===== config.mk =====
export PLATFORM = sky130hd
export DESIGN_NAME = token_scanner_flat
export DESIGN_NICKNAME = d
export VERILOG_FILES = /design/src/rtl/core/tscan_pkg.sv /design/src/rtl/core/tscan_if.sv /design/src/rtl/core/tscan_lex.sv /design/src/rtl/core/tscan_rq.sv /design/src/rtl/core/token_scanner.sv /design/src/flat_wrapper.sv
export SDC_FILE = /design/constraint.sdc
export NUM_CORES = 1
export LEC_CHECK = 0
export ABC_AREA = 0
export ABC_CLOCK_PERIOD_IN_PS = 5270
export BUFFER_PORTS_ARGS = -buffer_cell sky130_fd_sc_hd__clkbuf_2
export CORE_MARGIN = 4
export CORE_UTILIZATION = 40
export CTS_CLUSTER_DIAMETER = 80
export DETAILED_ROUTE_END_ITERATION = 8
export GPL_ROUTABILITY_DRIVEN = 0
export GPL_TIMING_DRIVEN = 0
export HOLD_SLACK_MARGIN = 0.08
export PLACE_DENSITY_LB_ADDON = 0.15
export SETUP_SLACK_MARGIN = 0.02
export SYNTH_ARGS = -nofsm -noshare
export SYNTH_HDL_FRONTEND = slang
export SYNTH_SLANG_ARGS = --single-unit

===== constraint.sdc =====
create_clock -name clk -period 5.27 [get_ports clk]
set_input_delay 0.2635 -clock clk [delete_from_list [all_inputs] [get_ports clk]]
set_output_delay 0.2635 -clock clk [all_outputs]
set_load 0.03 [all_outputs]

===== src/rtl/core/tscan_pkg.sv =====
// Shared types and constants for the token scanner.
package tscan_pkg;

  localparam int START_W  = 20;
  localparam int LEN_W    = 21;
  localparam int RQ_DEPTH = 4;
  localparam int RQ_AW    = 2;
  localparam int RQ_CW    = 3;

  typedef enum logic [4:0] {
    K_EOF     = 5'd0,
    K_LPAREN  = 5'd1,
    K_LBRACE  = 5'd2,
    K_LBRACK  = 5'd3,
    K_RPAREN  = 5'd4,
    K_RBRACE  = 5'd5,
    K_RBRACK  = 5'd6,
    K_DOT     = 5'd7,
    K_COMMA   = 5'd8,
    K_COLON   = 5'd9,
    K_SEMI    = 5'd10,
    K_EQUAL   = 5'd11,
    K_AT      = 5'd12,
    K_HASH    = 5'd13,
    K_ARROW   = 5'd14,
    K_BINOP   = 5'd15,
    K_COMMENT = 5'd16,
    K_IDENT   = 5'd17,
    K_FUNC    = 5'd18,
    K_VAR     = 5'd19,
    K_INTEGER = 5'd20,
    K_WARN    = 5'd21
  } kind_t;

  typedef struct packed {
    kind_t              kind;
    logic [START_W-1:0] start;
    logic [LEN_W-1:0]   length;
    logic               last;
  } res_t;

  // Results produced by one accepted request: cnt is 0, 1 or 2.
  typedef struct packed {
    logic [1:0] cnt;
    res_t       r0;
    res_t       r1;
  } push_t;

endpackage


===== src/rtl/core/tscan_if.sv =====
// Request and token channel interfaces.
interface tscan_in_if import tscan_pkg::*; ();
  logic       valid;
  logic       ready;
  logic [7:0] byte_req;
  logic       end_of_buffer;

  modport source (output valid, byte_req, end_of_buffer, input ready);
  modport sink (input valid, byte_req, end_of_buffer, output ready);
endinterface

interface tscan_out_if import tscan_pkg::*; ();
  logic               valid;
  logic               ready;
  kind_t              token_kind;
  logic [START_W-1:0] token_start;
  logic [LEN_W-1:0]   token_length;
  logic               last_of_run;

  modport source (output valid, token_kind, token_start, token_length, last_of_run,
                  input ready);
  modport sink (input valid, token_kind, token_start, token_length, last_of_run,
                output ready);
endinterface


===== src/rtl/core/tscan_lex.sv =====
// Scanner state and per-byte classification; produces up to two tokens per request.
module tscan_lex import tscan_pkg::*; #(
  parameter int OFFSET_BITS = 20
) (
  input  logic        clk,
  input  logic        rst_n,
  input  logic        acc,
  input  logic [7:0]  byte_req,
  input  logic        end_of_buffer,
  output push_t       push
);

  typedef enum logic [5:0] {
    MODE_IDLE    = 6'b000001,
    MODE_IDENT   = 6'b000010,
    MODE_NUMBER  = 6'b000100,
    MODE_MINUS   = 6'b001000,
    MODE_SLASH   = 6'b010000,
    MODE_COMMENT = 6'b100000
  } mode_t;

  localparam logic [2:0] KW_NONE = 3'd0;
  localparam logic [2:0] KW_F    = 3'd1;
  localparam logic [2:0] KW_FU   = 3'd2;
  localparam logic [2:0] KW_FUN  = 3'd3;
  localparam logic [2:0] KW_FUNC = 3'd4;
  localparam logic [2:0] KW_V    = 3'd5;
  localparam logic [2:0] KW_VA   = 3'd6;
  localparam logic [2:0] KW_VAR  = 3'd7;

  function automatic logic [2:0] kw_next(input logic [2:0] p, input logic [7:0] c);
    logic [2:0] n;
    n = KW_NONE;
    case (p)
      KW_F:    n = (c == "u") ? KW_FU   : KW_NONE;
      KW_FU:   n = (c == "n") ? KW_FUN  : KW_NONE;
      KW_FUN:  n = (c == "c") ? KW_FUNC : KW_NONE;
      KW_V:    n = (c == "a") ? KW_VA   : KW_NONE;
      KW_VA:   n = (c == "r") ? KW_VAR  : KW_NONE;
      default: n = KW_NONE;
    endcase
    return n;
  endfunction

  mode_t                  mode_r, mode_nxt;
  logic [OFFSET_BITS-1:0] start_r, start_nxt;
  logic [OFFSET_BITS-1:0] cur_r, cur_nxt;
  logic [2:0]             kw_r, kw_nxt;

  logic [OFFSET_BITS-1:0]         diff;
  logic [OFFSET_BITS+LEN_W-1:0]   diff_ext;
  logic [OFFSET_BITS+START_W-1:0] start_ext;
  logic [OFFSET_BITS+START_W-1:0] cur_ext;
  logic [LEN_W-1:0]               tok_len;
  logic [START_W-1:0]             tok_start;
  logic [START_W-1:0]             cur_pos;

  logic  is_letter, is_digit;
  logic  punct_hit;
  kind_t punct_kind;
  kind_t flush_kind;
  logic  pending;
  logic  do_flush, do_new, classify;
  res_t  flush_res, new_res;

  assign diff      = cur_r - start_r;
  assign diff_ext  = {{LEN_W{1'b0}}, diff};
  assign start_ext = {{START_W{1'b0}}, start_r};
  assign cur_ext   = {{START_W{1'b0}}, cur_r};
  assign tok_len   = diff_ext[LEN_W-1:0];
  assign tok_start = start_ext[START_W-1:0];
  assign cur_pos   = cur_ext[START_W-1:0];

  assign is_letter = (byte_req >= "a" && byte_req <= "z") ||
                     (byte_req >= "A" && byte_req <= "Z") || byte_req == "_";
  assign is_digit  = byte_req >= "0" && byte_req <= "9";
  assign pending   = mode_r != MODE_IDLE;

  always_comb begin
    punct_hit  = 1'b1;
    punct_kind = K_EOF;
    case (byte_req)
      "(":     punct_kind = K_LPAREN;
      "{":     punct_kind = K_LBRACE;
      "[":     punct_kind = K_LBRACK;
      ")":     punct_kind = K_RPAREN;
      "}":     punct_kind = K_RBRACE;
      "]":     punct_kind = K_RBRACK;
      ".":     punct_kind = K_DOT;
      ",":     punct_kind = K_COMMA;
      ":":     punct_kind = K_COLON;
      ";":     punct_kind = K_SEMI;
      "=":     punct_kind = K_EQUAL;
      "@":     punct_kind = K_AT;
      "#":     punct_kind = K_HASH;
      "+":     punct_kind = K_BINOP;
      "*":     punct_kind = K_BINOP;
      default: punct_hit  = 1'b0;
    endcase
  end

  always_comb begin
    case (mode_r)
      MODE_IDENT:   flush_kind = (kw_r == KW_FUNC) ? K_FUNC :
                                 (kw_r == KW_VAR)  ? K_VAR  : K_IDENT;
      MODE_NUMBER:  flush_kind = K_INTEGER;
      MODE_COMMENT: flush_kind = K_COMMENT;
      default:      flush_kind = K_BINOP;
    endcase
  end

  always_comb begin
    mode_nxt  = mode_r;
    start_nxt = start_r;
    cur_nxt   = cur_r + OFFSET_BITS'(1);
    kw_nxt    = kw_r;
    do_flush  = 1'b0;
    do_new    = 1'b0;
    classify  = 1'b0;
    new_res   = '{kind: K_EOF, start: cur_pos, length: '0, last: 1'b1};

    if (end_of_buffer) begin
      do_flush  = pending;
      do_new    = 1'b1;
      mode_nxt  = MODE_IDLE;
      start_nxt = '0;
      cur_nxt   = '0;
      kw_nxt    = KW_NONE;
    end else begin
      case (mode_r)
        MODE_COMMENT: begin
          if (byte_req == "\n") begin
            do_flush = 1'b1;
            mode_nxt = MODE_IDLE;
            kw_nxt   = KW_NONE;
          end
        end
        MODE_IDENT: begin
          if (is_letter) begin
            kw_nxt = kw_next(kw_r, byte_req);
          end else begin
            do_flush = 1'b1;
            classify = 1'b1;
          end
        end
        MODE_NUMBER: begin
          if (!is_digit) begin
            do_flush = 1'b1;
            classify = 1'b1;
          end
        end
        MODE_MINUS: begin
          if (byte_req == ">") begin
            do_new   = 1'b1;
            new_res  = '{kind: K_ARROW, start: tok_start, length: LEN_W'(2), last: 1'b1};
            mode_nxt = MODE_IDLE;
          end else begin
            do_flush = 1'b1;
            classify = 1'b1;
          end
        end
        MODE_SLASH: begin
          if (byte_req == "/") begin
            mode_nxt = MODE_COMMENT;
          end else begin
            do_flush = 1'b1;
            classify = 1'b1;
          end
        end
        default: classify = 1'b1;
      endcase

      if (classify) begin
        mode_nxt  = MODE_IDLE;
        kw_nxt    = KW_NONE;
        start_nxt = cur_r;
        if (punct_hit) begin
          do_new  = 1'b1;
          new_res = '{kind: punct_kind, start: cur_pos, length: LEN_W'(1), last: 1'b1};
        end else if (byte_req == "-") begin
          mode_nxt = MODE_MINUS;
        end else if (byte_req == "/") begin
          mode_nxt = MODE_SLASH;
        end else if (is_letter) begin
          mode_nxt = MODE_IDENT;
          kw_nxt   = (byte_req == "f") ? KW_F : (byte_req == "v") ? KW_V : KW_NONE;
        end else if (is_digit) begin
          mode_nxt = MODE_NUMBER;
        end else if (byte_req == 8'h00) begin
          do_new  = 1'b1;
          new_res = '{kind: K_WARN, start: cur_pos, length: '0, last: 1'b1};
        end
      end
    end
  end

  assign flush_res = '{kind: flush_kind, start: tok_start, length: tok_len, last: !do_new};

  always_comb begin
    push.cnt = acc ? (2'(do_flush) + 2'(do_new)) : 2'd0;
    push.r0  = do_flush ? flush_res : new_res;
    push.r1  = new_res;
  end

  always_ff @(posedge clk) begin
    if (!rst_n) begin
      mode_r  <= MODE_IDLE;
      start_r <= '0;
      cur_r   <= '0;
      kw_r    <= KW_NONE;
    end else if (acc) begin
      mode_r  <= mode_nxt;
      start_r <= start_nxt;
      cur_r   <= cur_nxt;
      kw_r    <= kw_nxt;
    end
  end

endmodule


===== src/rtl/core/tscan_rq.sv =====
// Token queue: takes up to two tokens per cycle, hands out one per cycle while popped.
module tscan_rq import tscan_pkg::*; (
  input  logic  clk,
  input  logic  rst_n,
  input  push_t push,
  input  logic  pop,
  output logic  space,
  output logic  head_valid,
  output res_t  head
);

  res_t             q_r [RQ_DEPTH];
  logic [RQ_AW-1:0] wr_ptr_r, wr_ptr_nxt;
  logic [RQ_AW-1:0] rd_ptr_r, rd_ptr_nxt;
  logic [RQ_CW-1:0] cnt_r, cnt_nxt;
  logic [RQ_AW-1:0] wr_ptr1;
  logic             do_pop;

  assign space      = cnt_r <= RQ_CW'(RQ_DEPTH - 2);
  assign head_valid = cnt_r != '0;
  assign head       = q_r[rd_ptr_r];
  assign do_pop     = pop && head_valid;
  assign wr_ptr1    = wr_ptr_r + RQ_AW'(1);
  assign wr_ptr_nxt = wr_ptr_r + RQ_AW'(push.cnt);
  assign rd_ptr_nxt = rd_ptr_r + RQ_AW'(do_pop);
  assign cnt_nxt    = cnt_r + RQ_CW'(push.cnt) - RQ_CW'(do_pop);

  always_ff @(posedge clk) begin
    if (push.cnt != 2'd0) begin
      q_r[wr_ptr_r] <= push.r0;
    end
    if (push.cnt == 2'd2) begin
      q_r[wr_ptr1] <= push.r1;
    end
  end

  always_ff @(posedge clk) begin
    if (!rst_n) begin
      wr_ptr_r <= '0;
      rd_ptr_r <= '0;
      cnt_r    <= '0;
    end else begin
      wr_ptr_r <= wr_ptr_nxt;
      rd_ptr_r <= rd_ptr_nxt;
      cnt_r    <= cnt_nxt;
    end
  end

endmodule


===== src/rtl/core/token_scanner.sv =====
// Token scanner top level: streaming lexer with a request channel and a token channel.
// One source byte per request is taken every cycle while the four-entry token queue
// has room for two tokens; the byte is classified in the same cycle it is accepted
// and its tokens are written into the queue that drives the token channel. A request
// yields zero, one or two tokens (a closed pending token followed by the new byte's
// own token, or the flushed token followed by eof), and the token channel moves one
// token per cycle while out_req.ready is high, so two-token requests are limited by
// the output side. last_of_run marks the final token of each request. Offsets are
// OFFSET_BITS wide and wrap; an end-of-buffer request resets them to zero.
module token_scanner import tscan_pkg::*; #(
  parameter int OFFSET_BITS = 20
) (
  input  logic        clk,
  input  logic        rst_n,
  tscan_in_if.sink    in_req,
  tscan_out_if.source out_req
);

  push_t push;
  logic  acc;
  logic  space;
  logic  head_valid;
  res_t  head;

  assign in_req.ready = space;
  assign acc          = in_req.valid && space;

  tscan_lex #(
    .OFFSET_BITS (OFFSET_BITS)
  ) u_lex (
    .clk           (clk),
    .rst_n         (rst_n),
    .acc           (acc),
    .byte_req      (in_req.byte_req),
    .end_of_buffer (in_req.end_of_buffer),
    .push          (push)
  );

  tscan_rq u_rq (
    .clk        (clk),
    .rst_n      (rst_n),
    .push       (push),
    .pop        (out_req.ready),
    .space      (space),
    .head_valid (head_valid),
    .head       (head)
  );

  assign out_req.valid        = head_valid;
  assign out_req.token_kind   = head.kind;
  assign out_req.token_start  = head.start;
  assign out_req.token_length = head.length;
  assign out_req.last_of_run  = head.last;

endmodule


===== src/flat_wrapper.sv =====
// flat-port wrapper written by rule: the top's interface ports become plain ports
module token_scanner_flat import tscan_pkg::*;
#(
  parameter int OFFSET_BITS = 20
)
  (clk, rst_n, in_req_valid, in_req_byte_req, in_req_end_of_buffer, in_req_ready, out_req_valid, out_req_token_kind, out_req_token_start, out_req_token_length, out_req_last_of_run, out_req_ready);
  tscan_in_if in_req_i ();
  tscan_out_if out_req_i ();
  input  logic clk;
  input  logic rst_n;
  input wire logic [$bits(in_req_i.valid)-1:0] in_req_valid;
  input wire logic [$bits(in_req_i.byte_req)-1:0] in_req_byte_req;
  input wire logic [$bits(in_req_i.end_of_buffer)-1:0] in_req_end_of_buffer;
  output wire logic [$bits(in_req_i.ready)-1:0] in_req_ready;
  output wire logic [$bits(out_req_i.valid)-1:0] out_req_valid;
  output wire logic [$bits(out_req_i.token_kind)-1:0] out_req_token_kind;
  output wire logic [$bits(out_req_i.token_start)-1:0] out_req_token_start;
  output wire logic [$bits(out_req_i.token_length)-1:0] out_req_token_length;
  output wire logic [$bits(out_req_i.last_of_run)-1:0] out_req_last_of_run;
  input wire logic [$bits(out_req_i.ready)-1:0] out_req_ready;
  assign in_req_i.valid = in_req_valid;
  assign in_req_i.byte_req = in_req_byte_req;
  assign in_req_i.end_of_buffer = in_req_end_of_buffer;
  assign in_req_ready = in_req_i.ready;
  assign out_req_valid = out_req_i.valid;
  assign out_req_token_kind = out_req_i.token_kind;
  assign out_req_token_start = out_req_i.token_start;
  assign out_req_token_length = out_req_i.token_length;
  assign out_req_last_of_run = out_req_i.last_of_run;
  assign out_req_i.ready = out_req_ready;
  token_scanner #(.OFFSET_BITS(OFFSET_BITS)) u_core (.clk(clk), .rst_n(rst_n), .in_req(in_req_i), .out_req(out_req_i));
endmodule

; ---- After elaboration in Yosys (flattened, before gate mapping)
; Memories as Yosys holds them, arrays and structs flattened. A register that Yosys moved wholly into a read port is not among the register bits.
; Index checks and enable logic that the tools add are counted.
[totals]
out_inout_bits = 49
input_bits = 13
reg_bits = 56
mem_bits_rw = 188
memories = 1
word_cells = 159
[op_classes]
addsub = 8
order_cmp = 7
n_mux = 72
n_reduce_logical = 19
n_eq_ne = 45
[mem_list]
columns = name, depth, word_bits, read_ports, rd_clocked_by_memory_dff, wr, line_no
row1 = u_core.u_rq.q_r, 4, 47, 1, 1, 2, tscan_rq.sv:12  ; res_t q_r [RQ_DEPTH];
[ops]
columns = operator, count
row1 = 2-to-1 mux 47 bit, 9
row2 = == test 8 x 6 -> 1 bit (second input constant), 13
row3 = == test 8 x 7 -> 1 bit (second input constant), 13
row4 = 2-to-1 mux 46 bit, 2
row5 = 2-to-1 mux 20 bit, 3
row6 = case mux 4 bit (14 select lines), 1
row7 = 2-to-1 mux 3 bit, 15
row8 = 2-to-1 mux 6 bit, 5
row9 = 2-to-1 mux 1 bit, 22
row10 = adder 20 x 1 -> 20 bit (second input constant), 1
row11 = subtractor 20 bit, 1
row12 = case mux 6 bit (3 select lines), 1
row13 = greater-or-equal comparator 8 x 7 -> 1 bit (second input constant), 2
row14 = <= comparator 8 x 7 -> 1 bit (second input constant), 2
row15 = != test 4 bit (second input constant), 4
row16 = 2-to-1 mux 5 bit, 3
row17 = case mux 3 bit (5 select lines), 1
row18 = case mux 5 bit (3 select lines), 1
row19 = OR reduction 15 bit, 1
row20 = == test 3 bit (second input constant), 4
row21 = 2-to-1 mux 2 bit, 6
row22 = case mux 1 bit (5 select lines), 2
row23 = == test 8 x 4 -> 1 bit (second input constant), 1
row24 = greater-or-equal comparator 8 x 6 -> 1 bit (second input constant), 1
row25 = 30 further kinds, 37

; ---- Logic depth before layout (Yosys ltp)
[logic_depth]
depth_word = 16
depth_mapped = 20
ltp_nobuf = 17

; ---- Hierarchy
; A second synthesis with hierarchy kept.
[hier_totals]
cells_unflattened = 1163
area_unflattened_um2 = 14527.7
[by_module_without_submodules]
columns = mod, seq_area_each_um2, area_per_inst_um2, cells_per_inst, instances
row1 = tscan_rq, 5785.5, 9659.3, 502, 1
row2 = tscan_lex, 980.9, 4862.2, 660, 1
row3 = token_scanner, 0.0, 6.3, 1, 1

; ---- Worst setup path before layout
; OpenSTA, ideal clock, no wires.
[synth_timing]
path_kind = input-to-reg
start = input in_req_byte_req[4]
end = memory u_core.u_rq.q_r[1][1] (netlist name) (enable)
arrival_ns = 3.929
setup_ns = 0.382
path_buffers = 5
t_required_ns = 4.888
setup_slack_ns = 0.960
path_stages = 15
cell_sequence = buf_2 -> or4bb_1 -> o211ai_1 -> o2111ai_1 -> or3b_4 -> nand2_2 -> inv_2 -> buf_6 -> buf_4 -> ha_1 -> or4_1 -> clkbuf_1 -> and2_1 -> clkbuf_1 -> inv_1
[synth_lines]
columns = element, line_no
row1 = "start, declared", flat_wrapper.sv:12  ; input wire logic [$bits(in_req_i.byte_req)-1:0] in_req_byte_req;
row2 = "end, declared", tscan_rq.sv:12

==> metrics.md <==
| Metric | Value |
|---|---|
| Status | completed |
| Post-CTS Resized | 0 |
| Util after Layout | 0.4661 |
| Vias in the first global route | 9810 |
| Core footprint | 30750 um^2 |
| Hold Startpoint | out_req_ready |
| CP Capture Type | flop |
| Critical Path AT | 5.31 ns |
| Worst-path clk slew | 0.06 ns |
| WP data required | 5.67 ns |
| Register share of total power | 0.391 |
| Comb pwr share | 0.224 |
| Row count | 64 |
| FF-to-FF setup slack | 0.36 ns |
| Placed Cells | 1607 |
| NumNets Final | 1282 |
| Die area | 34300 um^2 |
| Seq cells post-synth | 240 |
| Sw power | 1.626 mW |
| Die Height | 185.2 um |
| Share of layout cells above drive strength 1 | 0.1591 |
| Post-DP HPWL | 26.16 mm |
| Yosys top cell by area | edfxtp_1 |
| IO Pins | 62 |
| Post-Syn Area per Cell | 10.87 um^2 |
| Synth warn | 0 |
| R2r worst-path depth | 16 |
| Routed vias | 10010 |
| CTS Hold Bufs | 0 |
| Synth Cell Area | 12560 um^2 |
| Cells along the critical path | or4_1 -> or3b_4 -> a31oi_1 -> o21bai_1 -> nand2_2 -> inv_2 -> buf_6 -> buf_4 -> ha_1 -> nand2_1 -> or3_1 -> clkbuf_1 -> and2_1 -> o22ai_1 -> clkbuf_1 -> a32o_1 |
| Reg2reg end | u_core.u_rq.q_r[0][38] |
| Slowest cell on crit path | clkbuf_1 |
| Initial Utilization | 0.4084 |
| Tcrit/Tclk final | 0.9319 |
| Mean routed wirelength per cell | 23.24 um |
| F_max | 203.6 MHz |
| Clock power share | 0.385 |
| Fin. max-slew vios | 0 |
| Gr ovfl total | 0 |
| CP Launch Point | u_core.u_lex.mode_r[1] |
| Worst Hold Path EP | u_core.u_rq.rd_ptr_r[0] |
| DRT iter0 DRCs | 889 |
| Register area share after synthesis | 0.4687 |
| Syn Inst Count | 1155 |
| Hold Crit Depth | 4 |
| Top cell type's share of synthesized area | 0.2582 |
| Via density per instance | 6.031 |
| Unrepaired setup endpoints after global routing | false |
| Postcts setup bufs | 0 |
| Antenna violations before repair | 0 |
| Post-DRT Antenna Nets | 0 |
| Top post-synthesis cells by area | edfxtp_1 (26%), dfxtp_1 (21%), mux4_2 (8.2%) |
| Max_cap viols | 0 |
| Total internal power | 3.668 mW |
| First-pass GRT wire length | 59.15 mm |
| Antenna diode instance count | 0 |
| Skew-Pair Late Insertion Delay | 0.55 ns |
| Final min period | 4.911 ns |
| Type of the worst setup path | reg2reg |
| Largest net degree at the start of global routing | 29 |
| Fin cells | 1659 |
| Worst-Margin Slew | 1.162 ns |
| Die Wd | 185.2 um |
| CTS tree | yes |
| CTS Buf Count | 28 |
| Worst hold slack | 0.1967 ns |
| Skew final | 0.02004 ns |
| Pwr dens | 369.4 nW/um^2 |
| DRC Markers | 0 |
| DRT Pass-1 Iters | 5 |
| Peak VDD IR | 0.2850 mV |
| WL final | 38.56 mm |
| Relative slew margins | 0.2253 |
| Ys async rst share | 0 |
| Post-synth cell types | 86 |
| Final Hold Fails | 0 |
| All-Layer GR Usage | 0.2220 |
| Syn nets | 1196 |
| Cell with the most instances after synthesis | dfxtp_1 |
| Sw Share | 0.3071 |
| EDFF count, synth | 108 |
| Clock root cell | clkbuf_16 |
| Synth top cells by count | dfxtp_1 (132), edfxtp_1 (108), nand3_1 (88), clkbuf_1 (80), a32o_1 (64) |
| LEAKAGE | 4.838 nW |
| Clock Tree Buf Depth | 3 |
| Critical Path Most Common Cell | clkbuf_1 |
| Worst-path maximum fanout | 10 |
| Min-delay worst type | in2reg |
| Area Growth Syn to Fin | 14.12% |
| Critical R2R Launch | u_core.u_lex.mode_r[1] |
| Startpoint types | flop |
| Post-synth top flop | dfxtp_1 |
| Sink Count | 240 |
| Final Setup Violations | 0 |
| Worst stage delay on the critical path | 0.57 ns |
| H-tree Lvls | 1 |
| Number of port buffers | 56 |
## area by class of cell
cell class / instances / area, um^2
Fill cell: 2956 / 16420
Multi-Input combinational cell: 765 / 6067
Sequential cell: 240 / 5886
Clock buffer: 35 / 768.2
Tap cell: 396 / 495.5
Buffer: 110 / 465.4
Timing Repair Buffer: 56 / 280.3
Clock inverter: 17 / 198.9
Inverter: 40 / 170.2
## worst max-delay path: cells and delay by family, from the launching register on
family | cells | cell delay [ns]
and+or+nand+nor | 6 | 2.02
buffers and inverters | 5 | 1.24
AOI/OAI and AO/OA | 4 | 0.92
DFF | 1 | 0.37
adders and majority gates | 1 | 0.22
## flip-flops by register name, indices dropped and copies added (netlist names)
name / cells
u_core.u_rq.q_r: 184
u_core.u_lex.cur_pos: 20
u_core.u_rq.rd_ptr_r: 2
u_core.u_lex.start_r: 20
u_core.u_lex.mode_r: 6
u_core.u_rq.wr_ptr_r: 2
u_core.u_lex.kw_r: 3
u_core.u_rq.cnt_r: 3
## cell families (layout without fill, tap and decap cells)
family	count (synthesis)	after routing	share of synthesized area
adder cells (fa/ha/maj)	28	28	0.02909
XOR/XNOR	38	38	0.02650
buffers and inverters	150	258	0.04872
other	1	1	0.0002986
AO/OA/AOI/OAI	314	314	0.1925
AND/OR/NAND/NOR	331	331	0.1459
multiplexers	53	53	0.08837
flip-flops	240	240	0.4687
## metrics by stage
| step | total power [mW] | setup slack (ns) | cell area, um^2 | setup TNS [ns] |
|---|---|---|---|---|
| 5_1_grt | 5.491 | 0.09654 | 14330 | 0 |
| 6_report | 5.293 | 0.3589 | 14330 | 0 |
| 3_5_place_dp | 3.294 | 0.03609 | 13330 | 0 |
| 4_1_cts | 5.325 | 0.1221 | 14300 | 0 |
| 2_1_floorplan | 2.938 | 0.9598 | 12560 | 0 |
| 3_3_place_gp | 3.285 | -0.4335 | 13330 | -45.69 |
## worst max-delay path by stage
stage	slack (ns)	to	cells after the start
floorplan	0.96	u_core.u_rq.q_r[1][1]	15
global placement	-0.43	u_core.u_rq.q_r[3][38]	16
detailed placement	0.04	u_core.u_rq.q_r[0][26]	16
CTS	0.12	u_core.u_rq.q_r[0][42]	15
global route	0.1	u_core.u_rq.q_r[1][44]	15
finish	0.36	u_core.u_rq.q_r[0][38]	16
## routing by layer
layer / global-route usage / wire length, um / up-vias / share of wire
met1: 0.3197 / 17440 / 4973 / 0.45
met2: 0.3601 / 17990 / 339 / 0.47
li1: - / - / 4636 / -
met3: 0.02946 / 2397 / 58 / 0.062
met5: 0 / 0 / - / 0
met4: 0.04932 / 728 / 0 / 0.019
## power groups by stage
stage,registers [mW],clock network (mW),logic [mW]
2_1_floorplan,2.09,0,0.843
3_5_place_dp,2.11,0,1.18
5_1_grt,2.08,2.15,1.27
3_3_place_gp,2.11,0,1.18
4_1_cts,2.07,2.07,1.19
6_report,2.07,2.04,1.18
## cells in the final DEF, fill, tap and decap left out, types with 25 or more instances in the layout
cell | Yosys | routed
nand2b_1 | 31 | 31
o21ai_0 | 49 | 49
nand2_1 | 41 | 41
ha_1 | 26 | 26
mux4_2 | 46 | 46
xor2_1 | 25 | 25
a32o_1 | 64 | 64
clkbuf_16 | 0 | 29
edfxtp_1 | 108 | 108
clkbuf_2 | 0 | 59
nor2_1 | 45 | 45
dfxtp_1 | 132 | 132
clkbuf_1 | 80 | 81
a22o_1 | 55 | 55
inv_1 | 38 | 34
nand3_1 | 88 | 88
Note: power is estimated with default switching activity, not from simulation.
